**config.mk**
```make
export PLATFORM = sky130hd
export DESIGN_NAME = caip_front_flat
export DESIGN_NICKNAME = d
export VERILOG_FILES = /design/src/rtl/core/caip_pkg.sv /design/src/rtl/core/caip_item_if.sv /design/src/rtl/core/caip_front.sv /design/src/flat_wrapper.sv
export SDC_FILE = /design/constraint.sdc
export NUM_CORES = 1
export LEC_CHECK = 0
export BUFFER_PORTS_ARGS = -buffer_cell sky130_fd_sc_hd__clkbuf_2
export CORE_AREA = 2 2 267 269
export DETAILED_ROUTE_END_ITERATION = 7
export DIE_AREA = 0 0 269 271
export PLACE_DENSITY_LB_ADDON = 0.3
export SLEW_MARGIN = 20
export SYNTH_ARGS = -nofsm -noshare
export SYNTH_HDL_FRONTEND = slang
export SYNTH_SLANG_ARGS = --single-unit
```
**constraint.sdc**
```tcl
create_clock -name vclk -period 4.9
set_input_delay 0.245 -clock vclk [all_inputs]
set_output_delay 0.245 -clock vclk [all_outputs]
set_load 0.01 [all_outputs]
```
**src/rtl/core/caip_pkg.sv**
```systemverilog
// ----------------------------------------------------------------------------
// caip_pkg: shared types, constants and fixed-point helpers
// Payload structs, configuration record, item classes and the saturating
// Q-format arithmetic used by the front, the back and the divider.
// ----------------------------------------------------------------------------
`default_nettype none

package caip_pkg;

  // screen geometry and fixed-point format
  localparam int PIXELS_X      = 1024;
  localparam int PIXELS_Y      = 614;
  localparam int MID_X         = 512;
  localparam int MID_Y         = 307;
  localparam int FRACTION_BITS = 16;

  // dividend width of the divider, large enough for the screen constants
  localparam int DIV_AW    = 40;
  // quotient bits resolved one per stage (bits 32 down to 0)
  localparam int DIV_STEPS = 33;
  // entry, init, bit stages and output register
  localparam int DIV_LAT   = DIV_STEPS + 3;

  localparam int FIFO_DEPTH = 4;
  localparam int FIFO_AW    = $clog2(FIFO_DEPTH);

  localparam logic signed [31:0] S32_MAX = 32'sh7fffffff;
  localparam logic signed [31:0] S32_MIN = 32'sh80000000;

  localparam logic signed [63:0] QONE    = 64'sd1 <<< FRACTION_BITS;
  localparam logic signed [63:0] QMASK   = QONE - 64'sd1;
  localparam logic signed [63:0] HALF_Q  = QONE / 2;
  localparam logic signed [63:0] NINE_Q  = QONE * 9;
  localparam logic signed [63:0] TEN_Q   = QONE * 10;
  localparam logic signed [63:0] WQ      = QONE * PIXELS_X;
  localparam logic signed [63:0] HQ      = QONE * PIXELS_Y;
  localparam logic signed [63:0] HALF_WQ = WQ / 2;
  localparam logic signed [63:0] HALF_HQ = HQ / 2;
  localparam logic signed [63:0] CX_Q    = QONE * MID_X;
  localparam logic signed [63:0] CY_Q    = QONE * MID_Y;

  // projection modes
  localparam logic [1:0] MODE_FLAT  = 2'd1;
  localparam logic [1:0] MODE_PERSP = 2'd3;

  // configuration register indexes
  localparam logic [2:0] REG_MODE     = 3'd0;
  localparam logic [2:0] REG_CAM_X    = 3'd1;
  localparam logic [2:0] REG_CAM_Y    = 3'd2;
  localparam logic [2:0] REG_CAM_Z    = 3'd3;
  localparam logic [2:0] REG_REF_DIST = 3'd4;
  localparam logic [2:0] REG_SPAN_X   = 3'd5;
  localparam logic [2:0] REG_SPAN_Y   = 3'd6;
  localparam logic [2:0] REG_RISE     = 3'd7;

  // reset values of the registers
  localparam logic signed [31:0] RST_CAM_Y  = 32'(QONE * 3);
  localparam logic [30:0]        RST_REF    = 31'(QONE * 10);
  localparam logic signed [31:0] RST_SPAN_X = 32'(QONE * 10);
  localparam logic signed [31:0] RST_SPAN_Y = 32'(QONE * 6);
  localparam logic signed [31:0] RST_RISE   = 32'(QONE * 24);

  typedef enum logic [1:0] {
    KIND_REJECT,
    KIND_FLAT,
    KIND_PERSP
  } kind_e;

  typedef struct packed {
    logic signed [31:0] item_x;
    logic signed [31:0] item_y;
    logic signed [31:0] item_z;
    logic signed [31:0] plane_depth;
    logic signed [31:0] item_lift;
    logic signed [31:0] item_scale_x;
    logic signed [31:0] item_scale_y;
  } item_t;

  typedef struct packed {
    logic               visible;
    logic [7:0]         opacity;
    logic signed [31:0] screen_x;
    logic signed [31:0] screen_y;
    logic signed [31:0] drawn_scale_x;
    logic signed [31:0] drawn_scale_y;
  } result_t;

  typedef struct packed {
    logic [1:0]         projection_mode;
    logic signed [31:0] camera_x;
    logic signed [31:0] camera_y;
    logic signed [31:0] camera_z;
    logic [30:0]        reference_distance;
    logic signed [31:0] view_span_x;
    logic signed [31:0] view_span_y;
    logic signed [31:0] camera_rise;
  } cfg_t;

  // classified item as queued between front and back
  typedef struct packed {
    kind_e              kind;
    logic [7:0]         alpha;
    logic signed [31:0] dz;
    logic signed [31:0] dxs;
    logic signed [31:0] dys;
    logic signed [31:0] plane;
    logic signed [31:0] lift;
    logic signed [31:0] sx;
    logic signed [31:0] sy;
  } front_t;

  // clamp a wide signed value to the 32-bit range
  function automatic logic signed [31:0] sat64(input logic signed [63:0] v);
    logic signed [31:0] r;
    if (v > 64'sd2147483647) begin
      r = S32_MAX;
    end else if (v < -64'sd2147483648) begin
      r = S32_MIN;
    end else begin
      r = v[31:0];
    end
    return r;
  endfunction

  // finish a Q product: drop fraction toward zero, then saturate
  function automatic logic signed [31:0] qmul_fin(input logic signed [63:0] p);
    logic signed [63:0] r;
    r = p + (p[63] ? QMASK : 64'sd0);
    r = r >>> FRACTION_BITS;
    return sat64(r);
  endfunction

endpackage

`default_nettype wire

```
**src/rtl/core/caip_item_if.sv**
```systemverilog
// ----------------------------------------------------------------------------
// caip_item_if: placed item channel
// Valid/ready channel carrying one placed item request.
// ----------------------------------------------------------------------------
`default_nettype none

interface caip_item_if;
  import caip_pkg::*;

  logic  valid;
  logic  ready;
  item_t data;

  modport source (output valid, output data, input ready);
  modport sink   (input valid, input data, output ready);
endinterface

`default_nettype wire

```
**src/rtl/core/caip_front.sv**
```systemverilog
// ----------------------------------------------------------------------------
// caip_front: item intake and classification
// Takes a placed item, forms the camera-relative offsets, picks the
// projection path and works out the fade value before queueing it.
// ----------------------------------------------------------------------------
`default_nettype none

module caip_front (
  input  caip_pkg::cfg_t   cfg_i,
  caip_item_if.sink        item_i,
  input  logic             full_i,
  output logic             push_o,
  output caip_pkg::front_t entry_o
);
  import caip_pkg::*;

  logic signed [31:0] dz;
  logic signed [63:0] dz64;

  // handshake: take requests while the queue has room
  assign item_i.ready = !full_i;
  assign push_o       = item_i.valid && !full_i;

  // camera-relative offsets
  assign dz   = sat64(64'(item_i.data.item_z) - 64'(cfg_i.camera_z));
  assign dz64 = 64'(dz);

  // classification and fade
  always_comb begin
    entry_o.dz    = dz;
    entry_o.dxs   = sat64(64'(item_i.data.item_x) - 64'(cfg_i.camera_x));
    entry_o.dys   = sat64(64'(cfg_i.camera_y) - 64'(item_i.data.item_y));
    entry_o.plane = item_i.data.plane_depth;
    entry_o.lift  = item_i.data.item_lift;
    entry_o.sx    = item_i.data.item_scale_x;
    entry_o.sy    = item_i.data.item_scale_y;
    entry_o.kind  = KIND_REJECT;
    entry_o.alpha = 8'd0;
    case (cfg_i.projection_mode)
      MODE_FLAT: begin
        if (dz64 > 64'sd0 && cfg_i.view_span_x != 32'sd0 && cfg_i.view_span_y != 32'sd0) begin
          entry_o.kind = KIND_FLAT;
        end
        // ramp over the last half unit before the camera
        if (dz64 < HALF_Q) begin
          entry_o.alpha = 8'((dz64 * 64'sd512) >>> FRACTION_BITS);
        end else begin
          entry_o.alpha = 8'd255;
        end
      end
      MODE_PERSP: begin
        if (dz64 > NINE_Q) begin
          entry_o.kind = KIND_PERSP;
        end
        // ramp over the unit past the cull distance
        if (dz64 >= TEN_Q) begin
          entry_o.alpha = 8'd255;
        end else begin
          entry_o.alpha = 8'(((dz64 - NINE_Q) * 64'sd256) >>> FRACTION_BITS);
        end
      end
      default: begin
        entry_o.kind = KIND_REJECT;
      end
    endcase
  end

endmodule

`default_nettype wire

```
**src/flat_wrapper.sv**
```systemverilog
// flat-port wrapper written by rule: the top's interface ports become plain ports
module caip_front_flat import caip_pkg::*;
  (cfg_i, full_i, push_o, entry_o, item_i_valid, item_i_data, item_i_ready);
  caip_item_if item_i_i ();
  input  caip_pkg::cfg_t cfg_i;
  input  logic full_i;
  output logic push_o;
  output caip_pkg::front_t entry_o;
  input wire logic [$bits(item_i_i.valid)-1:0] item_i_valid;
  input wire logic [$bits(item_i_i.data)-1:0] item_i_data;
  output wire logic [$bits(item_i_i.ready)-1:0] item_i_ready;
  assign item_i_i.valid = item_i_valid;
  assign item_i_i.data = item_i_data;
  assign item_i_ready = item_i_i.ready;
  caip_front u_core (.cfg_i(cfg_i), .item_i(item_i_i), .full_i(full_i), .push_o(push_o), .entry_o(entry_o));
endmodule
```
# == Word level (Yosys, flattened, before mapping) ==
# Index checks and enable logic that the tools add are counted.
# op_classes
add_sub_neg,4
n_mux,12
reduce_logical,6
n_eq_ne,2
order_cmp,10
# ops
operator,count
$gt 64x32->1 const B,3
$lt 64x32->1 const B,3
$mux 32,6
$sub 32x32->33,3
$reduce_bool 32->1,2
$ge 32x21->1 const B,1
$gt 32x1->1 const B,1
$gt 32x21->1 const B,1
$lt 32x17->1 const B,1
$mux 8,2
$pmux 8 s2,1
$sub 16x1->16 const B,1
$pmux 2 s2,1
$logic_and 1x1->1,3
$eq 2x1->1 const B,1
$eq 2x2->1 const B,1
$mux 2,1
$logic_not 1->1,1
$mux 1,1
# totals
regBits,0
out_inout_bits,236
elab_cells,34
inputBits,451

# == Longest topological paths before layout ==
# Gate-level depths: netlist (run 1).
# logic_depth
depth_word,9
ltp_mapped,17
mapped_depth_nobuf,16

# == Worst setup path before layout (run 1) ==
# OpenSTA, ideal clock, no wires.
# synth_path
path_type,in2out
start,input port cfg_i[194] (netlist name)
end,output port entry_o[168] (netlist name)
stages,15
path_buffers,1
slack_ps,1164
t_arrival_ps,3491
t_required_ps,4655
cell_sequence,inv_1 -> ha_1 -> a21o_1 -> a21oi_1 -> o21ai_1 -> a211oi_2 -> o21ai_1 -> a311o_1 -> a31o_2 -> a311o_1 -> a211oi_2 -> xnor2_2 -> nand2_2 -> buf_6 -> a21oi_1
# synth_lines
element,line_no,source
"start, declared",flat_wrapper.sv:5,input caip_pkg::cfg_t cfg_i;
"end, declared",flat_wrapper.sv:8,output caip_pkg::front_t entry_o;

==> impl_metrics.json, run 1 <==
{
  "number_of_failing_hold_endpoints_at_the_final_stage": 0,
  "vias_per_cell": 3.77,
  "syn-instance-count": 1097,
  "timing.final.ws_setup_ns": 0.324,
  "power.static_leakage_nw": 4.81,
  "n_clock_buffer": 0,
  "cp-endpoint": "entry_o[231]",
  "layout-drive-gt1-share_pct": 33.1,
  "grt_first_pass_wirelength_um": 47800,
  "setup-tns-final_ns": 0,
  "powerDensity_nw_per_um2": 175,
  "buffer_ports.inserted": 368,
  "number_of_placement_rows": 97,
  "place.detailed.hpwl_um": 29500,
  "routabilityCongestion": 0.856,
  "grt_setup_unrepaired": "false",
  "route.met2.wl_um": 17600,
  "mappedNetlistArea_um2": 7540,
  "cap_violations": 0,
  "number_of_antenna_violations_at_the_first_check_in_global_routing": 1,
  "dp_slack_ns": 0.253,
  "die_height_um": 271,
  "irDropWorstVdd_v": 0.0000750,
  "top_level_ports": 687,
  "critical_path_class": "input pin to output port",
  "grt.overflow.total": 0,
  "regArea_um2": 0,
  "design.seq.count": 0,
  "timing.critical_path.required_ns": 4.66,
  "grt_pass1_vias": 8572,
  "postCtsSetupBuffers": 0,
  "maximum_number_of_pins_on_one_net_before_global_route_repair": 25,
  "met1Wirelength_um": 12900,
  "area_share_of_the_largest_cell_type_after_synthesis_pct": 16.1,
  "final-setup-viol-count": 0,
  "number_of_vias_in_the_routed_layout": 8567,
  "worst-slew-pin-transition_ns": 0.694,
  "path_max_fanout": 12,
  "final-max-slew-violation-count": 0,
  "hold_ws_ns": 0.490,
  "die-width_um": 269,
  "grtUsageTotal_pct": 8.25,
  "max_clock_freq_mhz": 219,
  "syn_area_per_cell_um2": 6.87,
  "die_area_um2": 72900,
  "timing.critical_path.from": "cfg_i[138]",
  "starting_utilization_of_the_core_area_pct": 10.8,
  "syn_to_final_growth_pct": 27.1,
  "netlist_top_cells_area": "ha_1 (16%), buf_4 (13%), a21oi_1 (7.2%)",
  "routed_wirelength_um": 33000,
  "seq_area_frac_synth_pct": 0,
  "slew_headroom_pct": 53.4,
  "drtAntennaViolNets": 0,
  "status": "finished clean",
  "yosys_warnings": 0,
  "wl_per_cell_um": 14.5,
  "min_path_type": "input pin to output port",
  "post-layout-total-power_w": 0.00168,
  "critical_path.endpoint_type": "output port",
  "critPathArrivalTime_ns": 4.33,
  "dr.max_layer_used": "met4",
  "final_net_count": 1883,
  "dr.first_iter.drc_count": 284,
  "coreArea_um2": 69800,
  "dr.pass1.iters": 5,
  "wl_met3_um": 1580,
  "final.period_utilization_pct": 93.4,
  "detail_route.drc_violations": 0,
  "critPathLaunchType": "input pin",
  "final_critical_path_required_period_ns": 4.58,
  "netlist.top_cell.by_area": "ha_1",
  "synth.distinct_cells": 91,
  "mappedNetlistNets": 1648
}
==> worst min path at each step <==
stage / start / to / slack [ns] / cells past startpoint
6_report: item_i_data[105] / entry_o[105] / 0.49 / 0
5_1_grt: item_i_data[20] / entry_o[20] / 0.49 / 0
4_1_cts: item_i_data[103] / entry_o[103] / 0.49 / 0
3_5_place_dp: item_i_data[103] / entry_o[103] / 0.49 / 0
3_3_place_gp: item_i_data[103] / entry_o[103] / 0.49 / 0
2_1_floorplan: full_i / item_i_ready / 0.53 / 1
==> report_power, final <==
| group | total (W) | switching, W | internal [W] |
|---|---|---|---|
| registers | 0 | 0 | 0 |
| logic | 0.00168 | 0.000986 | 0.000689 |
| clock network | 0.0000000000273 | 0 | 0.0000000000273 |
| total | 0.00168 | 0.000986 | 0.000689 |
==> per-layer routing <==
metal	vias up	track usage, %
li1	4251	-
met1	3908	9.07
met2	342	16.5
met3	66	0.774
met4	0	2.16
met5	-	0
==> final cells by class <==
class / count / area [um2]
diodes: 1 / 2.50
well taps: 940 / 1180
multi-input cells: 813 / 5920
fillers: 8163 / 60200
inverters: 129 / 484
repair buffers: 388 / 1990
==> metrics by stage <==
stage | instance area (um2) | std cells | utilization (%)
finish | 9580 | 2271 | 13.7
global route | 9580 | 2271 | 13.7
CTS | 9560 | 2269 | 13.7
detailed placement | 9560 | 2269 | 13.7
global placement | 9560 | 2269 | 13.7
floorplan | 7540 | 1097 | -
==> kinds of logic (layout without fill, tap and decap cells) <==
family                   after synthesis  after routing  synth area share, %
multiplexers                           1              1                0.133
XOR/XNOR                              84             84                 9.96
adder cells (fa/ha/maj)              115            115                 18.9
buffers and inverters                285            517                 21.6
other                                  0              1                    0
AND/OR/NAND/NOR                      245            246                 16.6
AO/OA/AOI/OAI                        367            367                 32.7
==> worst max-delay path, cell delays in order <==
cell	delay, ns
clkbuf_2	0.08
inv_1	0.04
ha_1	0.33
a21oi_1	0.31
o21ai_0	0.15
a221o_1	0.34
a221o_1	0.43
a21oi_2	0.28
o41ai_4	0.12
buf_4	0.22
o2111ai_2	0.11
o31ai_2	0.21
a21oi_1	0.32
nand3_1	0.21
o32a_4	0.46
o221a_2	0.32
clkbuf_2	0.15
==> cell usage in the layout, fill, tap and decap left out, types with 17 or more instances in the layout <==
| cell | instances |
|---|---|
| xor2_1 | 24 |
| nor2_1 | 52 |
| xnor2_1 | 58 |
| clkbuf_2 | 368 |
| a21o_1 | 55 |
| nand2_1 | 61 |
| buf_4 | 20 |
| inv_1 | 128 |
| ha_1 | 97 |
| o21ai_0 | 78 |
| nor4_1 | 19 |
| nand4_1 | 17 |
| a21oi_1 | 108 |
| o21bai_1 | 17 |
| nand3_1 | 18 |
==> cell usage after synthesis (18+ instances only) <==
library cell	instances
buf_4	134
inv_1	128
a21oi_1	108
ha_1	97
o21ai_0	78
nand2_1	61
xnor2_1	58
a21o_1	55
nor2_1	52
xor2_1	24
nor4_1	19
nand3_1	18
==> repair_timing <==
action,CTS,global route
gates resized for setup,0,2
setup endpoints to repair,0,17
hold buffers,0,0
(Power assumes the default switching activity.)
==> run 2, diff against run 1 <==
SETUP_SLACK_MARGIN = 0.5   (was not set)
==> run 2 against run 1 <==
Net effect: worst hold slack did not move; global-route usage grew 0.14 points; count of clock-buffer cells in the layout unchanged; first-iteration DRC count increased by 9.9%; largest power group unchanged; highest routed layer unchanged.
==> impl_metrics.json, run 2 (synthesized netlist as in run 1, its figures left out) <==
{
  "status": "finished clean",
  "cap_violations": 0,
  "die-width_um": 269,
  "final_net_count": 1901,
  "number_of_vias_in_the_routed_layout": 8642,
  "die_area_um2": 72900,
  "number_of_placement_rows": 97,
  "max_clock_freq_mhz": 234,
  "grt.overflow.total": 0,
  "power.static_leakage_nw": 4.92,
  "grt_setup_unrepaired": "false",
  "regArea_um2": 0,
  "critPathArrivalTime_ns": 4.02,
  "path_max_fanout": 12,
  "critPathLaunchType": "input pin",
  "vias_per_cell": 3.78,
  "critical_path_class": "input pin to output port",
  "layout.cells.most_common": "clkbuf_2",
  "setup-tns-final_ns": 0,
  "critPathMaxStageDelay_ns": 0.44,
  "slew_headroom_pct": 55.8,
  "critical_path.endpoint_type": "output port",
  "buffer_ports.inserted": 368,
  "number_of_antenna_violations_at_the_first_check_in_global_routing": 1,
  "number_of_failing_hold_endpoints_at_the_final_stage": 0,
  "final.period_utilization_pct": 87.0,
  "critical-path-slowest-cell": "or3_4",
  "dp_slack_ns": 0.253,
  "top_level_ports": 687,
  "most-common-layout-cells": "clkbuf_2 (368), inv_1 (128), a21oi_1 (101)",
  "final_critical_path_required_period_ns": 4.26,
  "min_delay_worst_endpoint": "entry_o[105]",
  "wl_per_cell_um": 14.6,
  "cts_hold_repair.buffers": 0,
  "layout-drive-gt1-share_pct": 36.0,
  "timing.critical_path.required_ns": 4.66,
  "number_of_stages_on_the_worst_hold_path": 0,
  "place.detailed.hpwl_um": 29500,
  "min_path_type": "input pin to output port",
  "irDropWorstVdd_v": 0.0000753,
  "dr.pass1.iters": 4,
  "final-max-slew-violation-count": 0,
  "final-setup-viol-count": 0,
  "routed_wirelength_um": 33300,
  "dr.first_iter.drc_count": 312,
  "worst-slew-pin-transition_ns": 0.663,
  "timing.hold.worst.start": "item_i_data[105]",
  "die_height_um": 271,
  "design.seq.count": 0,
  "worstPathBufferInverterCount": 6,
  "critical-path-top-delay-family": "compound AO/OA/AOI/OAI gates",
  "syn_to_final_growth_pct": 31.6,
  "detail_route.drc_violations": 0,
  "grt_first_pass_wirelength_um": 48500,
  "n_clock_buffer": 0,
  "starting_utilization_of_the_core_area_pct": 10.8,
  "powerDensity_nw_per_um2": 176,
  "num-fill-cells": 8156,
  "grt_pass1_vias": 8687,
  "post_route_cell_area_um2": 9920,
  "timing.final.ws_setup_ns": 0.635,
  "maximum_number_of_pins_on_one_net_before_global_route_repair": 23,
  "crit_path_cell_trace": "clkbuf_2 -> inv_1 -> ha_2 -> a21o_1 -> or3_1 -> o21ba_2 -> a221o_1 -> a21oi_4 -> o41ai_4 -> buf_4 -> clkinv_1 -> buf_4 -> nor3_1 -> or3_4 -> o32a_4 -> o221a_2 -> clkbuf_2",
  "drtAntennaViolNets": 0,
  "grtUsageTotal_pct": 8.39,
  "coreArea_um2": 69800,
  "post_dp_cell_area_um2": 9560,
  "routabilityCongestion": 0.856
}
-- run 2: cell types whose count changed in the layout (fill, tap and decap cells not counted), moves of 3 or more --
cell	previous run	this run
buf_4	20	34
a21oi_1	108	101
a21oi_2	2	8
ha_1	97	93
a211oi_1	8	5
ha_2	0	3
-- run 2: cell type report --
cell class | instances | area, um2 | share of cell area (%)
Inverter | 129 | 484 | 4.88
Tap cell | 940 | 1180 | 11.9
Multi-Input combinational cell | 814 | 6120 | 61.7
Timing Repair Buffer | 405 | 2140 | 21.6
Antenna cell | 1 | 2.50 | 0.0252
-- run 2: worst max-delay path by stage --
stage,startpoint,to,slack (ns),cells past startpoint
after global placement,item_i_data[192],entry_o[164],0.25,19
final,cfg_i[132],entry_o[231],0.64,17
after floorplan,cfg_i[194],entry_o[168],1.16,15
after global routing,cfg_i[139],entry_o[231],0.50,16
after detailed placement,item_i_data[192],entry_o[164],0.25,19
after CTS,cfg_i[139],entry_o[231],0.51,16
-- run 2: power by group --
part           switching, W  leakage [nW]        total [W]     internal (W)
Combinational       0.00102          4.92          0.00175         0.000730
Clock                     0    0.00000634  0.0000000000273  0.0000000000273
Sequential                0             0                0                0
Total               0.00102          4.92          0.00175         0.000730
-- run 2: what timing repair did --
action / CTS / global route
buffers inserted: 7 / 10
setup endpoints to repair: 35 / 41
pin swaps: 7 / 13
gates cloned: 2 / 0
gates resized for setup: 12 / 28
-- run 2: routing by layer --
layer / track usage, % / up-vias / part of all wire (%) / wire, um
met5: 0 / - / 0 / 0
met4: 2.43 / 0 / 2.8 / 940
met3: 0.819 / 72 / 5.1 / 1700
met2: 16.6 / 343 / 53 / 17800
met1: 9.26 / 3943 / 39 / 12900
li1: - / 4284 / - / -
-- run 2: stage by stage --
| stage | total power (W) | hold slack [ns] | instances | util, % |
|---|---|---|---|---|
| floorplan | 0.00112 | 0.534 | 1097 | - |
| global placement | 0.00169 | 0.490 | 2269 | 13.7 |
| detailed placement | 0.00168 | 0.490 | 2269 | 13.7 |
| CTS | 0.00173 | 0.490 | 2278 | 13.9 |
| global route | 0.00191 | 0.490 | 2289 | 14.2 |
| finish | 0.00175 | 0.490 | 2289 | 14.2 |
